<file path="src/fpsc_pkg.sv">
// Shared types and constants for the frame pacing skip controller.
package fpsc_pkg;

    localparam int TICK_W   = 32;
    localparam int PERIOD_W = 20;
    localparam int SKIP_W   = 4;
    localparam int CNT_W    = SKIP_W + 1;
    localparam int REM_W    = TICK_W - 1;
    localparam int ADDR_W   = 2;
    localparam int CFG_W    = PERIOD_W;
    localparam int OUT_W    = 40;

    localparam logic [ADDR_W-1:0]   REG_FRAME_PERIOD = 2'd0;
    localparam logic [ADDR_W-1:0]   REG_MAX_SKIP     = 2'd1;

    localparam logic [PERIOD_W-1:0] PERIOD_RESET   = 20'd16666;
    localparam logic [SKIP_W-1:0]   MAX_SKIP_RESET = 4'd10;

    localparam logic KIND_FRAME   = 1'b0;
    localparam logic KIND_RESTART = 1'b1;

    // What kind of result the current word produces.
    typedef enum logic [2:0] {
        RES_RESTART,
        RES_FIRST,
        RES_SKIP,
        RES_WAIT,
        RES_RENDER
    } res_t;

    typedef struct packed {
        logic load;
        logic advance;
        logic div_init;
        logic div_step;
        logic emit;
        res_t res;
    } cmd_t;

    typedef struct packed {
        logic kind;
        logic first_frame;
        logic owed_nz;
        logic early;
        logic div_done;
        logic out_free;
    } sts_t;

endpackage

</file>
<file path="src/frame_pacing_skip_controller.sv">
// Top level of the frame pacing skip controller.
//
//  Channel   Signals                               Direction  Contents
//  s_*       s_tvalid s_tready s_tdata s_tuser     in         one event word per frame
//  m_*       m_tvalid m_tready m_tdata             out        one pacing decision per event
//  cfg_*     cfg_we cfg_addr cfg_data              in         frame_period, max_skip
//
// A restart or first-frame word passes from acceptance through the dispatch state to the
// result register; a skip or wait decision also passes the check state. A render also
// runs the divider, which subtracts the frame period from the lateness once per cycle,
// at most max_skip + 1 times. The next word is accepted once the result is registered,
// even while the receiver stalls it; a second result waits for the first.
// Reset loads frame_period 16666, max_skip 10 and arms the first-frame flag.
module frame_pacing_skip_controller (
    input  logic                          clk,
    input  logic                          rst_n,
    // Event input.
    input  logic                          s_tvalid,
    output logic                          s_tready,
    input  logic [31:0]                   s_tdata,   // [31:0] now_ticks
    input  logic                          s_tuser,   // [0] kind
    // Decision output.
    output logic                          m_tvalid,
    input  logic                          m_tready,
    output logic [39:0]                   m_tdata,   // [0] skip_frame, [1] must_wait,
                                                     // [33:2] wait_until, [39:34] zero
    // Configuration writes.
    input  logic                          cfg_we,
    input  logic [fpsc_pkg::ADDR_W-1:0]   cfg_addr,
    input  logic [fpsc_pkg::CFG_W-1:0]    cfg_data
);
    import fpsc_pkg::*;

    cmd_t              cmd;
    sts_t              sts;
    logic              out_skip;
    logic              out_wait;
    logic [TICK_W-1:0] out_until;

    // The controller sequences each word; the datapath holds all pacing state.
    fpsc_ctrl u_ctrl (
        .clk      (clk),
        .rst_n    (rst_n),
        .in_valid (s_tvalid),
        .in_ready (s_tready),
        .sts      (sts),
        .cmd      (cmd)
    );

    fpsc_dp u_dp (
        .clk       (clk),
        .rst_n     (rst_n),
        .cfg_we    (cfg_we),
        .cfg_addr  (cfg_addr),
        .cfg_data  (cfg_data),
        .in_kind   (s_tuser),
        .in_now    (s_tdata),
        .cmd       (cmd),
        .sts       (sts),
        .out_valid (m_tvalid),
        .out_ready (m_tready),
        .out_skip  (out_skip),
        .out_wait  (out_wait),
        .out_until (out_until)
    );

    // Pack the decision fields, lowest field first, zero fill to a byte boundary.
    assign m_tdata = {{(OUT_W-TICK_W-2){1'b0}}, out_until, out_wait, out_skip};

endmodule

</file>
<file path="src/fpsc_ctrl.sv">
// Controller state machine for the frame pacing skip controller.
module fpsc_ctrl (
    input  logic          clk,
    input  logic          rst_n,
    input  logic          in_valid,
    output logic          in_ready,
    input  fpsc_pkg::sts_t sts,
    output fpsc_pkg::cmd_t cmd
);
    import fpsc_pkg::*;

    typedef enum logic [2:0] {
        ST_IDLE,
        ST_DISPATCH,
        ST_CHECK,
        ST_DIVIDE,
        ST_RESULT
    } state_t;

    state_t state_reg, state_next;
    res_t   res_reg, res_next;

    assign in_ready = (state_reg == ST_IDLE);

    always_comb
    begin
        state_next   = state_reg;
        res_next     = res_reg;
        cmd          = '0;
        cmd.res      = res_reg;
        case (state_reg)
            ST_IDLE:
            begin
                if (in_valid)
                begin
                    cmd.load   = 1'b1;
                    state_next = ST_DISPATCH;
                end
            end
            ST_DISPATCH:
            begin
                if (sts.kind == KIND_RESTART)
                begin
                    res_next   = RES_RESTART;
                    state_next = ST_RESULT;
                end
                else if (sts.first_frame)
                begin
                    res_next   = RES_FIRST;
                    state_next = ST_RESULT;
                end
                else
                begin
                    cmd.advance = 1'b1;
                    state_next  = ST_CHECK;
                end
            end
            ST_CHECK:
            begin
                if (sts.owed_nz)
                begin
                    res_next   = RES_SKIP;
                    state_next = ST_RESULT;
                end
                else if (sts.early)
                begin
                    res_next   = RES_WAIT;
                    state_next = ST_RESULT;
                end
                else
                begin
                    cmd.div_init = 1'b1;
                    state_next   = ST_DIVIDE;
                end
            end
            ST_DIVIDE:
            begin
                if (sts.div_done)
                begin
                    res_next   = RES_RENDER;
                    state_next = ST_RESULT;
                end
                else
                begin
                    cmd.div_step = 1'b1;
                end
            end
            ST_RESULT:
            begin
                if (sts.out_free)
                begin
                    cmd.emit   = 1'b1;
                    state_next = ST_IDLE;
                end
            end
            default:
            begin
                state_next = ST_IDLE;
            end
        endcase
    end

    always_ff @(posedge clk or negedge rst_n)
    begin
        if (!rst_n)
        begin
            state_reg <= ST_IDLE;
            res_reg   <= RES_RESTART;
        end
        else
        begin
            state_reg <= state_next;
            res_reg   <= res_next;
        end
    end

endmodule

</file>
<file path="src/fpsc_dp.sv">
// Datapath for the frame pacing skip controller: pacing state, divider, output register.
module fpsc_dp (
    input  logic                          clk,
    input  logic                          rst_n,
    input  logic                          cfg_we,
    input  logic [fpsc_pkg::ADDR_W-1:0]   cfg_addr,
    input  logic [fpsc_pkg::CFG_W-1:0]    cfg_data,
    input  logic                          in_kind,
    input  logic [fpsc_pkg::TICK_W-1:0]   in_now,
    input  fpsc_pkg::cmd_t                cmd,
    output fpsc_pkg::sts_t                sts,
    output logic                          out_valid,
    input  logic                          out_ready,
    output logic                          out_skip,
    output logic                          out_wait,
    output logic [fpsc_pkg::TICK_W-1:0]   out_until
);
    import fpsc_pkg::*;

    logic [PERIOD_W-1:0] period_reg, period_next;
    logic [SKIP_W-1:0]   max_skip_reg, max_skip_next;
    logic                first_reg, first_next;
    logic [TICK_W-1:0]   deadline_reg, deadline_next;
    logic [SKIP_W-1:0]   owed_reg, owed_next;
    logic                kind_reg;
    logic [TICK_W-1:0]   now_reg;
    logic [REM_W-1:0]    rem_reg;
    logic [CNT_W-1:0]    cnt_reg;
    logic                valid_reg, valid_next;
    logic                skip_reg;
    logic                wait_reg;
    logic [TICK_W-1:0]   until_reg;

    logic [TICK_W-1:0]   diff;
    logic                fits;
    logic                over;

    assign diff = now_reg - deadline_reg;
    assign fits = ({{(REM_W-PERIOD_W){1'b0}}, period_reg} <= rem_reg);
    assign over = (cnt_reg > {1'b0, max_skip_reg});

    assign sts.kind        = kind_reg;
    assign sts.first_frame = first_reg;
    assign sts.owed_nz     = (owed_reg != '0);
    assign sts.early       = diff[TICK_W-1];
    assign sts.div_done    = over || !fits;
    assign sts.out_free    = !valid_reg || out_ready;

    assign out_valid = valid_reg;
    assign out_skip  = skip_reg;
    assign out_wait  = wait_reg;
    assign out_until = until_reg;

    always_comb
    begin
        period_next   = period_reg;
        max_skip_next = max_skip_reg;
        first_next    = first_reg;
        deadline_next = deadline_reg;
        owed_next     = owed_reg;
        valid_next    = valid_reg && !out_ready;

        if (cfg_we)
        begin
            if (cfg_addr == REG_FRAME_PERIOD)
            begin
                period_next = cfg_data[PERIOD_W-1:0];
            end
            else if (cfg_addr == REG_MAX_SKIP)
            begin
                max_skip_next = cfg_data[SKIP_W-1:0];
            end
        end

        if (cmd.advance)
        begin
            deadline_next = deadline_reg + {{(TICK_W-PERIOD_W){1'b0}}, period_reg};
        end

        if (cmd.emit)
        begin
            valid_next = 1'b1;
            case (cmd.res)
                RES_RESTART:
                begin
                    first_next = 1'b1;
                end
                RES_FIRST:
                begin
                    first_next    = 1'b0;
                    deadline_next = now_reg;
                end
                RES_SKIP:
                begin
                    owed_next = owed_reg - 1'b1;
                end
                RES_RENDER:
                begin
                    if (over)
                    begin
                        owed_next  = max_skip_reg;
                        first_next = 1'b1;
                    end
                    else
                    begin
                        owed_next = cnt_reg[SKIP_W-1:0];
                    end
                end
                default:
                begin
                end
            endcase
        end
    end

    always_ff @(posedge clk or negedge rst_n)
    begin
        if (!rst_n)
        begin
            period_reg   <= PERIOD_RESET;
            max_skip_reg <= MAX_SKIP_RESET;
            first_reg    <= 1'b1;
            deadline_reg <= '0;
            owed_reg     <= '0;
            valid_reg    <= 1'b0;
        end
        else
        begin
            period_reg   <= period_next;
            max_skip_reg <= max_skip_next;
            first_reg    <= first_next;
            deadline_reg <= deadline_next;
            owed_reg     <= owed_next;
            valid_reg    <= valid_next;
        end
    end

    // Payload registers: input capture, divider and result word.
    always_ff @(posedge clk)
    begin
        if (cmd.load)
        begin
            kind_reg <= in_kind;
            now_reg  <= in_now;
        end
        if (cmd.div_init)
        begin
            rem_reg <= diff[REM_W-1:0];
            cnt_reg <= '0;
        end
        else if (cmd.div_step)
        begin
            rem_reg <= rem_reg - {{(REM_W-PERIOD_W){1'b0}}, period_reg};
            cnt_reg <= cnt_reg + 1'b1;
        end
        if (cmd.emit)
        begin
            skip_reg  <= (cmd.res == RES_SKIP);
            wait_reg  <= (cmd.res == RES_WAIT);
            until_reg <= (cmd.res == RES_FIRST) ? now_reg : deadline_reg;
        end
    end

endmodule

</file>
<file path="config.mk">
export PLATFORM = sky130hd
export DESIGN_NAME = frame_pacing_skip_controller
export DESIGN_NICKNAME = d
export VERILOG_FILES = /design/src/fpsc_pkg.sv /design/src/frame_pacing_skip_controller.sv /design/src/fpsc_ctrl.sv /design/src/fpsc_dp.sv
export SDC_FILE = /design/constraint.sdc
export NUM_CORES = 1
export LEC_CHECK = 0
export ABC_AREA = 1
export BUFFER_PORTS_ARGS = -buffer_cell sky130_fd_sc_hd__buf_2
export CAP_MARGIN = 20
export CORE_MARGIN = 4
export CORE_UTILIZATION = 44
export DETAILED_ROUTE_END_ITERATION = 6
export MAX_ROUTING_LAYER = met4
export PLACE_DENSITY_LB_ADDON = 0.3
export SKIP_LAST_GASP = 1
export SYNTH_ARGS = -nofsm -noshare
export SYNTH_HDL_FRONTEND = slang
export SYNTH_SLANG_ARGS = --single-unit
</file>
<file path="constraint.sdc">
create_clock -name clk -period 3 [get_ports clk]
set_input_delay 0.3 -clock clk [delete_from_list [all_inputs] [get_ports clk]]
set_output_delay 0.3 -clock clk [all_outputs]
set_load 0.1 [all_outputs]
</file>
==> flow_summary.toml, run 1 <==
[outcome]
outcome = "finished, violations left"
violations = "design-rule violations"

[clock_network]
clock-root-buffer = "clkbuf_16"
cts_buffers = 17
post_cts_resized = 0
cts_tree = "yes"
h-tree-depth = 4
clockBufferDepth = 2
path_clk_slew_ps = 80
cts.sinks = 171
clk_latency_ps = 450

[yosys]
synthAdderAreaFrac_pct = 8.34
synth.distinct_cells = 46
synth_edf_count = 98
yosys_warnings = 0
yosysSeqAreaShare_pct = 38.7
synthCells = 1682
yosys.area_share.simple_pct = 27.5
postSynthAreaPerCell_um2 = 7.30
synth_common_cells = "nand2_1 (454), inv_1 (217), nor2_1 (179), a21oi_1 (144), edfxtp_1 (98)"
netlist.top_cell.by_area = "edfxtp_1"
synth-xor-area-share_pct = 3.78
async_flop_share_pct = 39.8
synth_top_family_by_area = "simple AND/OR/NAND/NOR gates"
synth.area.top_cells = "edfxtp_1 (24%), nand2_1 (14%), dfrtp_1 (12%)"
yosys.cell_count.top_type = "nand2_1"
synth_compound_area_share_pct = 13.1
synth_top_area_share_pct = 24.0
syn_area_um2 = 12300
synth.mux.area_fraction_pct = 0
ys.flop_type = "edfxtp_1"
ys_ff_latch = 171

[job]
timing.max_cap.violations = 0

[global_routing]
met3_usage_pct = 3.87
grt_use_met1_pct = 34.9
grt_start_max_net_pins = 63
grt_pass1_vias = 11000
busiest_layer = "met2"
grt_pass1_wl_um = 60600
overflow = 0
grt_usage_pct = 25.9
antenna_found_initial = 0
use_met2_pct = 40.7

[timing]
tns_ps = 0
setup_viol = 0
fmax_mhz = 360
worstMarginPinSlew_ps = 696
finalCritPeriodShare_pct = 92.5
fin_skew_ps = 14.7
hold_slack_ps = 17.6
rsz0062_at_grt = "no"
drv_slew = 0
period_needed_ps = 2770
finalHoldViolCount = 0
slew_headroom_pct = 53.1

[power_and_ir_drop]
power.density_nw_per_um2 = 1110
p_leak_nw = 6.61
ir_drop_uv = 976

[detailed_routing]
vias_per_cell = 5.22
ant_nets = 0
firstDrtPassIters = 7
drtIter0Drc = 936
wirelength_um = 38300
drc = 1
num_vias = 11300
wl_per_cell_um = 17.6

[cells_and_area]
antennaDiodeCount = 0
nets = 1928
fill_cells = 2754
area_growth_pct = 12.9
final_layout_size_suffix_gt1_share_pct = 10.2

[critical_path]
crit_fanout = 11
worst_ep_arrival_time_ps = 3090
required_ps = 3310
r2r_start = "u_dp.deadline_reg[20]$_DFF_PN0_"
ff2ff_setup_slack_ps = 230
path_class = "reg2reg"
reg2reg_depth = 11
end_kind = "register"
startpoint = "u_dp.deadline_reg[20]$_DFF_PN0_"
startpoint_type = "register"
reg2reg_to = "u_dp.rem_reg[27]$_DFFE_PP_"

[hold_path]
hold-path-cell-count = 1
hp-class = "in2reg"
min_from = "s_tdata[22]"
min_to = "u_dp.now_reg[22]$_DFFE_PP_"

[die]
coreArea_um2 = 27200
start_util_pct = 45.2
die_height_um = 175
rows = 60
pin_count = 102
fp.dieArea_um2 = 30600
die_w_um = 175

[placement]
place_hpwl_um = 30300
io_buffer_count = 95
place_congestion = 0.957
-- cells in the final DEF, fill, tap and decap left out, types with 3 or more instances in the layout --
cell       instances
a21o_1             8
a21oi_1          144
a31oi_1            3
buf_2             95
buf_4             20
clkbuf_16         17
conb_1             6
dfrtp_1           60
dfstp_2            8
dfxtp_1            5
edfxtp_1          98
fa_1               3
ha_1              77
inv_1            217
inv_2              7
inv_6              5
inv_8              6
nand2_1          454
nand2_2            3
nand3_1           91
nand3b_1           8
nand4_1           26
nor2_1           176
nor2_2             5
nor3_1            33
nor4_1             3
o211ai_1           4
o21a_1             3
o21ai_0           96
o21ai_1           26
o21bai_1          13
o22ai_1            3
xnor2_1           21
xor2_1            32
-- metrics by stage --
stage	instances	instance area [µm²]	total power [W]	setup slack (ps)	util (%)
after global routing	2173	13900	0.0167	5.64	51.0
after global placement	2138	13200	0.0131	285	48.7
after floorplan	1687	12300	0.0106	147	-
final	2173	13900	0.0154	226	51.0
after detailed placement	2139	13300	0.0132	254	48.8
after CTS	2172	13800	0.0154	221	51.0
-- worst max-delay path: stages, from the launching register on --
cell and delay [ps]:
dfrtp_1 430, inv_1 170, ha_1 430, nand2_1 150, nor2_2 180, nand2_1 80, nor3b_1 170, nand2_1 90
nand3_1 140, and2_1 420, nand4_1 250, nand2_1 120
-- what timing repair did --
item	4_1_cts	5_1_grt
setup endpoints to repair	0	0
hold endpoints to repair	8	1
hold buffers	1	1
setup buffers	0	0
-- routing by layer --
layer  share of wire, %  wire length (µm)
met1                 46             17600
met2                 45             17200
met3                6.1              2330
met4                3.0              1160
met5                  0                 0
-- worst max-delay path by stage --
stage / endpoint / slack (ps)
detailed placement: u_dp.rem_reg[27]$_DFFE_PP_ / 250
global route: u_dp.rem_reg[21]$_DFFE_PP_ / 6
finish: u_dp.rem_reg[27]$_DFFE_PP_ / 230
CTS: u_dp.rem_reg[21]$_DFFE_PP_ / 220
global placement: u_dp.rem_reg[21]$_DFFE_PP_ / 280
floorplan: u_dp.rem_reg[0]$_DFFE_PP_ / 150
-- layout make-up --
type	count	area (µm²)	share of cell area, %
Clock buffer	17	425	3.07
Clock inverter	15	144	1.04
Inverter	224	841	6.07
Multi-Input combinational cell	1254	6520	47.0
Sequential cell	171	4750	34.3
Tap cell	372	465	3.36
Timing Repair Buffer	120	713	5.15
-- cells by family (layout without fill, tap and decap cells) --
group / Yosys count / in the layout
AND/OR/NAND/NOR: 811 / 811
other: 1 / 6
AO/OA/AOI/OAI: 304 / 304
buffers and inverters: 262 / 376
XOR/XNOR: 53 / 53
adder cells (fa/ha/maj): 80 / 80
flip-flops: 171 / 171
-- where the power goes --
| part | switching (W) | internal (W) |
|---|---|---|
| registers | 0.000506 | 0.00336 |
| logic | 0.00664 | 0.00273 |
| clock network | 0.00109 | 0.00111 |
Note: power is estimated with default switching activity, not from simulation.
==> run 2, diff against run 1 <==
--- a/config.mk
+++ b/config.mk
@@ -5,11 +5,12 @@
 export SDC_FILE = /design/constraint.sdc
 export NUM_CORES = 1
 export LEC_CHECK = 0
-export ABC_AREA = 1
 export BUFFER_PORTS_ARGS = -buffer_cell sky130_fd_sc_hd__buf_2
 export CAP_MARGIN = 20
+export CELL_PAD_IN_SITES_DETAIL_PLACEMENT = 1
+export CELL_PAD_IN_SITES_GLOBAL_PLACEMENT = 1
 export CORE_MARGIN = 4
-export CORE_UTILIZATION = 44
+export CORE_UTILIZATION = 42
 export DETAILED_ROUTE_END_ITERATION = 6
 export MAX_ROUTING_LAYER = met4
 export PLACE_DENSITY_LB_ADDON = 0.3
==> run 2 against run 1 <==
  * The run ends with negative setup slack left
  * Flip-flop and latch count did not move
  * First-iteration DRC count down 37%
  * Non-clock buffer count grew 109
  * Clock skew rose by 1.1 ps
  * Worst setup slack got worse by 270 ps
  * Utilization is 4.2 points higher
  * Hold slack lost 4.8 ps
  * Combinational power grew 9.9%
  * Via count shrank 13%
  * Clock-buffer cell count rose by 1
  * Design area increased by 1.1%
  * Die area is 6.2% lower
==> flow_summary.toml, run 2 <==
[yosys]
synth_common_cells = "nand2_1 (129), o21ai_0 (126), a21oi_1 (98), edfxtp_1 (98), nor2_1 (80)"
async_flop_share_pct = 39.8
synth.area.top_cells = "edfxtp_1 (27%), dfrtp_1 (14%), ha_1 (8.8%)"
netlist.top_cell.by_area = "edfxtp_1"
yosysSeqAreaShare_pct = 43.4
synth_top_area_share_pct = 26.9
ys_ff_latch = 171
yosys_warnings = 0
synthCells = 1167
yosys.cell_count.top_type = "nand2_1"
postSynthAreaPerCell_um2 = 9.39
synth_edf_count = 98
synth.distinct_cells = 72
ys.flop_type = "edfxtp_1"
syn_area_um2 = 11000

[placement]
io_buffer_count = 95
place_congestion = 0.897
placed_area_um2 = 12500
place_hpwl_um = 25800

[timing]
setup_viol = 38
fin_ws_ps = -44.4
drv_slew = 0
finalCritPeriodShare_pct = 101
worstMarginPinSlew_ps = 1090
rsz0062_at_grt = "yes"
hold_slack_ps = 12.8
fmax_mhz = 328
fin_skew_ps = 15.8
finalHoldViolCount = 0
tns_ps = -811
slew_headroom_pct = 27.3
period_needed_ps = 3040

[die]
die_w_um = 170
rows = 58
fp.dieArea_um2 = 28700
start_util_pct = 43.1
die_height_um = 170
coreArea_um2 = 25400
pin_count = 102

[critical_path]
max_stage_delay_ps = 550
critical_path.cell_chain = "inv_2 > buf_6 > ha_4 > nor2b_4 > o31a_1 > o21ai_2 > a21oi_2 > o32ai_4 > a211oi_4 > or4_4 > mux2_4"
crit_family = "compound AO/OA/AOI/OAI gates"
reg2reg_to = "u_ctrl.res_reg[0]$_DFFE_PN0P_"
reg2reg_depth = 11
cp_num_buf_inv = 2
path_class = "reg2reg"
r2r_start = "u_dp.period_reg[1]$_DFFE_PN1P_"
required_ps = 3330
startpoint_type = "register"
critPathSlowestCell = "dfstp_2"
crit_fanout = 3
ff2ff_setup_slack_ps = -40
end_kind = "register"
worst_ep_arrival_time_ps = 3380

[clock_network]
postCtsHoldBufs = 0
h-tree-depth = 4
cts_tree = "yes"
clockBufferDepth = 2
clock-root-buffer = "clkbuf_16"
clk_latency_ps = 450
cts_buffers = 17
cts.sinks = 171
path_clk_slew_ps = 80

[cells_and_area]
nets = 1519
final_common_cell = "nand2_1"
final_cell_mix = "nand2_1 (127), buf_4 (123), o21ai_0 (98), edfxtp_1 (98), buf_2 (94)"
final_layout_size_suffix_gt1_share_pct = 27.9
fin_area_um2 = 14000
area_growth_pct = 27.9
fin_util_pct = 55.2

[outcome]
outcome = "finished, violations left"
violations = "negative setup slack"

[detailed_routing]
wl_per_cell_um = 21.4
num_vias = 9831
vias_per_cell = 5.71
drc = 0
firstDrtPassIters = 5
ant_nets = 0
drtIter0Drc = 594
wirelength_um = 36800

[power_and_ir_drop]
p_leak_nw = 5.97
pwr-share-seq_pct = 23.7
combinationalPowerShare_pct = 62.2
intPower_w = 0.00867
swShare_pct = 47.6
power.density_nw_per_um2 = 1180
ir_drop_uv = 640
p_clk_share_pct = 14.1
switchingPower_w = 0.00788

[global_routing]
overflow = 0
antenna_found_initial = 0
grt_usage_pct = 25.0
grt_pass1_wl_um = 55100
grt_start_max_net_pins = 69
grt_pass1_vias = 10200

[hold_path]
hp-class = "in2async"

[job]
timing.max_cap.violations = 0
run 2: repair_timing:
item | CTS | global route
endpoints found under the setup margin | 77 | 83
gates resized for setup | 45 | 102
buffers inserted | 16 | 24
cloned | 0 | 2
pin swaps | 15 | 48
run 2: cell families after synthesis:
family,share of synthesized area [%]
buffers and inverters,4.33
AND/OR/NAND/NOR,15.3
other,0.0342
XOR/XNOR,5.91
AO/OA/AOI/OAI,19.0
adder cells (fa/ha/maj),9.34
flip-flops,43.4
multiplexers,2.71
run 2: area by class of cell:
type	count	area, µm²
fill	2890	11400
multi-input combinational	883	6370
clock inverter	14	160
antenna	1	2.50
clock buffer	18	429
timing repair buffer	229	1590
tap	330	413
inverter	77	293
sequential	171	4760
run 2: worst max path at each step:
stage	start	endpoint	slack, ps	cells past startpoint
3_3_place_gp	u_dp.now_reg[6]$_DFFE_PP_	u_dp.rem_reg[26]$_DFFE_PP_	-250	11
2_1_floorplan	u_dp.period_reg[1]$_DFFE_PN1P_	u_dp.rem_reg[0]$_DFFE_PP_	-30	10
5_1_grt	u_dp.deadline_reg[7]$_DFF_PN0_	u_dp.rem_reg[15]$_DFFE_PP_	-130	11
3_5_place_dp	u_dp.now_reg[7]$_DFFE_PP_	u_dp.rem_reg[26]$_DFFE_PP_	-350	11
6_report	u_dp.period_reg[1]$_DFFE_PN1P_	u_ctrl.res_reg[0]$_DFFE_PN0P_	-40	11
4_1_cts	u_dp.period_reg[0]$_DFFE_PN0P_	u_dp.rem_reg[26]$_DFFE_PP_	-50	12
run 2: per-layer routing:
metal	part of all wire, %	global-route usage [%]
met1	42	30.6
met2	52	43.5
met3	4.0	3.59
met4	2.4	7.00
met5	0	-
run 2: stage by stage:
step	cells	power, W	worst slack, ps
6_report	1723	0.0165	-44.4
5_1_grt	1722	0.0176	-131
4_1_cts	1696	0.0155	-49.2
3_5_place_dp	1648	0.0127	-346
3_3_place_gp	1648	0.0124	-252
2_1_floorplan	1172	0.00984	-29.5
run 2: power by group through the flow:
stage               Clock [W]  Combinational [W]  Sequential [W]
floorplan                   0            0.00511         0.00474
global placement            0            0.00846         0.00391
detailed placement          0            0.00871         0.00394
CTS                   0.00235            0.00921         0.00390
global route          0.00246             0.0111         0.00401
finish                0.00233             0.0103         0.00393
==> run 3, diff against run 2 <==
--- a/config.mk
+++ b/config.mk
@@ -5,15 +5,15 @@
 export SDC_FILE = /design/constraint.sdc
 export NUM_CORES = 1
 export LEC_CHECK = 0
+export ABC_CLOCK_PERIOD_IN_PS = 3000
 export BUFFER_PORTS_ARGS = -buffer_cell sky130_fd_sc_hd__buf_2
 export CAP_MARGIN = 20
 export CELL_PAD_IN_SITES_DETAIL_PLACEMENT = 1
 export CELL_PAD_IN_SITES_GLOBAL_PLACEMENT = 1
-export CORE_MARGIN = 4
 export CORE_UTILIZATION = 42
 export DETAILED_ROUTE_END_ITERATION = 6
 export MAX_ROUTING_LAYER = met4
-export PLACE_DENSITY_LB_ADDON = 0.3
+export PLACE_DENSITY_LB_ADDON = 0.1
 export SKIP_LAST_GASP = 1
 export SYNTH_ARGS = -nofsm -noshare
 export SYNTH_HDL_FRONTEND = slang
==> run 3 against run 2 <==
  * The run ends with negative hold slack, negative setup slack left
  * Design area about the same
  * Flip-flop and latch count unchanged
  * Via count down 1.8%
  * First-iteration DRC count up 1.5%
  * Non-clock buffer count up 3
  * Clock-buffer cell count down 1
  * Clock power up 6%
  * Maximum frequency down 1.0%
  * Hold slack worse by 36 ps
  * Largest power group unchanged
  * Highest routed layer unchanged
==> flow_summary.toml, run 3 (synthesis results as in run 2) <==
[die]
die_w_um = 164
fp.dieArea_um2 = 26700
pin_count = 102
coreArea_um2 = 25400
start_util_pct = 43.1
rows = 58
die_height_um = 164

[detailed_routing]
drc = 0
wl_per_cell_um = 20.6
firstDrtPassIters = 4
wirelength_um = 35500
vias_per_cell = 5.60
drtIter0Drc = 603
ant_nets = 0
num_vias = 9655

[outcome]
violations = "negative hold slack, negative setup slack"
outcome = "finished, violations left"

[timing]
setup_viol = 54
fmax_mhz = 325
rsz0062_at_grt = "yes"
drv_slew = 0
finalHoldViolCount = 8
period_needed_ps = 3080
finalCritPeriodShare_pct = 103
slew_headroom_pct = 32.4
fin_skew_ps = 14.3
hold_slack_ps = -22.8
tns_ps = -1990
fin_ws_ps = -75.4
worstMarginPinSlew_ps = 1010

[cells_and_area]
final_layout_size_suffix_gt1_share_pct = 26.8
final_common_cell = "nand2_1"
antennaDiodeCount = 0
stdcell_count = 1725
fill_cells = 2914
area_growth_pct = 27.8
nets = 1522
final_cell_mix = "nand2_1 (124), buf_4 (123), edfxtp_1 (98)"

[hold_path]
hp-class = "in2async"

[placement]
io_buffer_count = 95
pre_cts_ws_ps = -338
place_hpwl_um = 24900
place_inst = 1668
place_congestion = 0.893

[clock_network]
clock-root-buffer = "clkbuf_16"
cts_tree = "yes"
clockBufferDepth = 2
clk_latency_ps = 450
cts.sinks = 171
h-tree-depth = 4
path_clk_slew_ps = 80
cts_buffers = 17

[critical_path]
max_stage_delay_ps = 480
critical_path.cell_chain = "ha_4 > buf_4 > a221oi_4 > nand3b_1 > a31o_4 > o31a_1 > a21o_4 > clkbuf_16 > nor2_1 > a21oi_1"
startpoint_type = "register"
crit_family = "compound AO/OA/AOI/OAI gates"
path_class = "reg2reg"
required_ps = 3200
crit_fanout = 8
critPathSlowestCell = "edfxtp_1"
worst_ep_arrival_time_ps = 3270
cp_num_buf_inv = 2
ff2ff_setup_slack_ps = -80
end_kind = "register"

[global_routing]
grt_start_max_net_pins = 64
grt_pass1_wl_um = 54500
grt_pass1_vias = 10100
antenna_found_initial = 0
overflow = 0
grt_usage_pct = 27.4

[power_and_ir_drop]
ir_drop_uv = 654
power.density_nw_per_um2 = 1170
p_leak_nw = 6.01
swShare_pct = 46.7
p_clk_share_pct = 15.1
switchingPower_w = 0.00767
intPower_w = 0.00873
pwr-share-seq_pct = 23.8
combinationalPowerShare_pct = 61.1

[job]
timing.max_cap.violations = 0
run 3: final cells by class:
type,instances,area [µm²],area share [%]
clock inverter,15,206,1.47
inverter,77,293,2.09
tap,330,413,2.95
multi-input combinational,883,6230,44.5
clock buffer,17,425,3.04
timing repair buffer,232,1680,12.0
sequential,171,4750,33.9
run 3: worst reg2reg max path, stage by stage, from the launching register on:
cell and delay (ps):
edfxtp_1 480, ha_4 290, buf_4 150, a221oi_4 330
nand3b_1 250, a31o_4 330, o31a_1 350, a21o_4 310
clkbuf_16 200, nor2_1 100, a21oi_1 50
run 3: metal layers:
layer,routed length [µm],GRT usage [%]
met4,603,7.58
met2,17900,46.7
met3,1090,3.48
met5,0,-
met1,15900,33.9
run 3: power groups by stage:
| stage | logic (W) | clock network, W | registers [W] |
|---|---|---|---|
| CTS | 0.00945 | 0.00250 | 0.00388 |
| global route | 0.0109 | 0.00259 | 0.00398 |
| global placement | 0.00875 | 0 | 0.00390 |
| detailed placement | 0.00894 | 0 | 0.00391 |
| finish | 0.0100 | 0.00248 | 0.00390 |
| floorplan | 0.00511 | 0 | 0.00474 |
run 3: final timing paths:
check                                           start                        endpoint  cells after the start
setup / recovery            u_dp.now_reg[8]$_DFFE_PP_      u_dp.rem_reg[22]$_DFFE_PP_                     10
hold / removal                                  rst_n  u_dp.deadline_reg[1]$_DFF_PN0_                      1
setup reg to reg            u_dp.now_reg[8]$_DFFE_PP_      u_dp.rem_reg[22]$_DFFE_PP_                     10
hold reg to reg            u_dp.first_reg$_DFFE_PN1P_      u_dp.first_reg$_DFFE_PN1P_                      2
max in group asynchronous                       rst_n      u_dp.first_reg$_DFFE_PN1P_                      2
min in group clk                          s_tdata[30]      u_dp.now_reg[30]$_DFFE_PP_                      1
run 3: what timing repair did:
action                                  4_1_cts  5_1_grt
endpoints found under the setup margin       77       78
hold buffers                                  0        0
resized for setup                            54       63
setup buffers                                 9       12
gates cloned                                  1        4
pin swaps                                    23       28
run 3: metrics by stage:
stage | cell area [µm²] | utilization, % | power [W]
3_5_place_dp | 12700 | 49.9 | 0.0129
6_report | 14000 | 55.2 | 0.0164
5_1_grt | 14000 | 55.2 | 0.0174
2_1_floorplan | 11000 | - | 0.00984
3_3_place_gp | 12700 | 49.9 | 0.0127
4_1_cts | 13600 | 53.6 | 0.0158
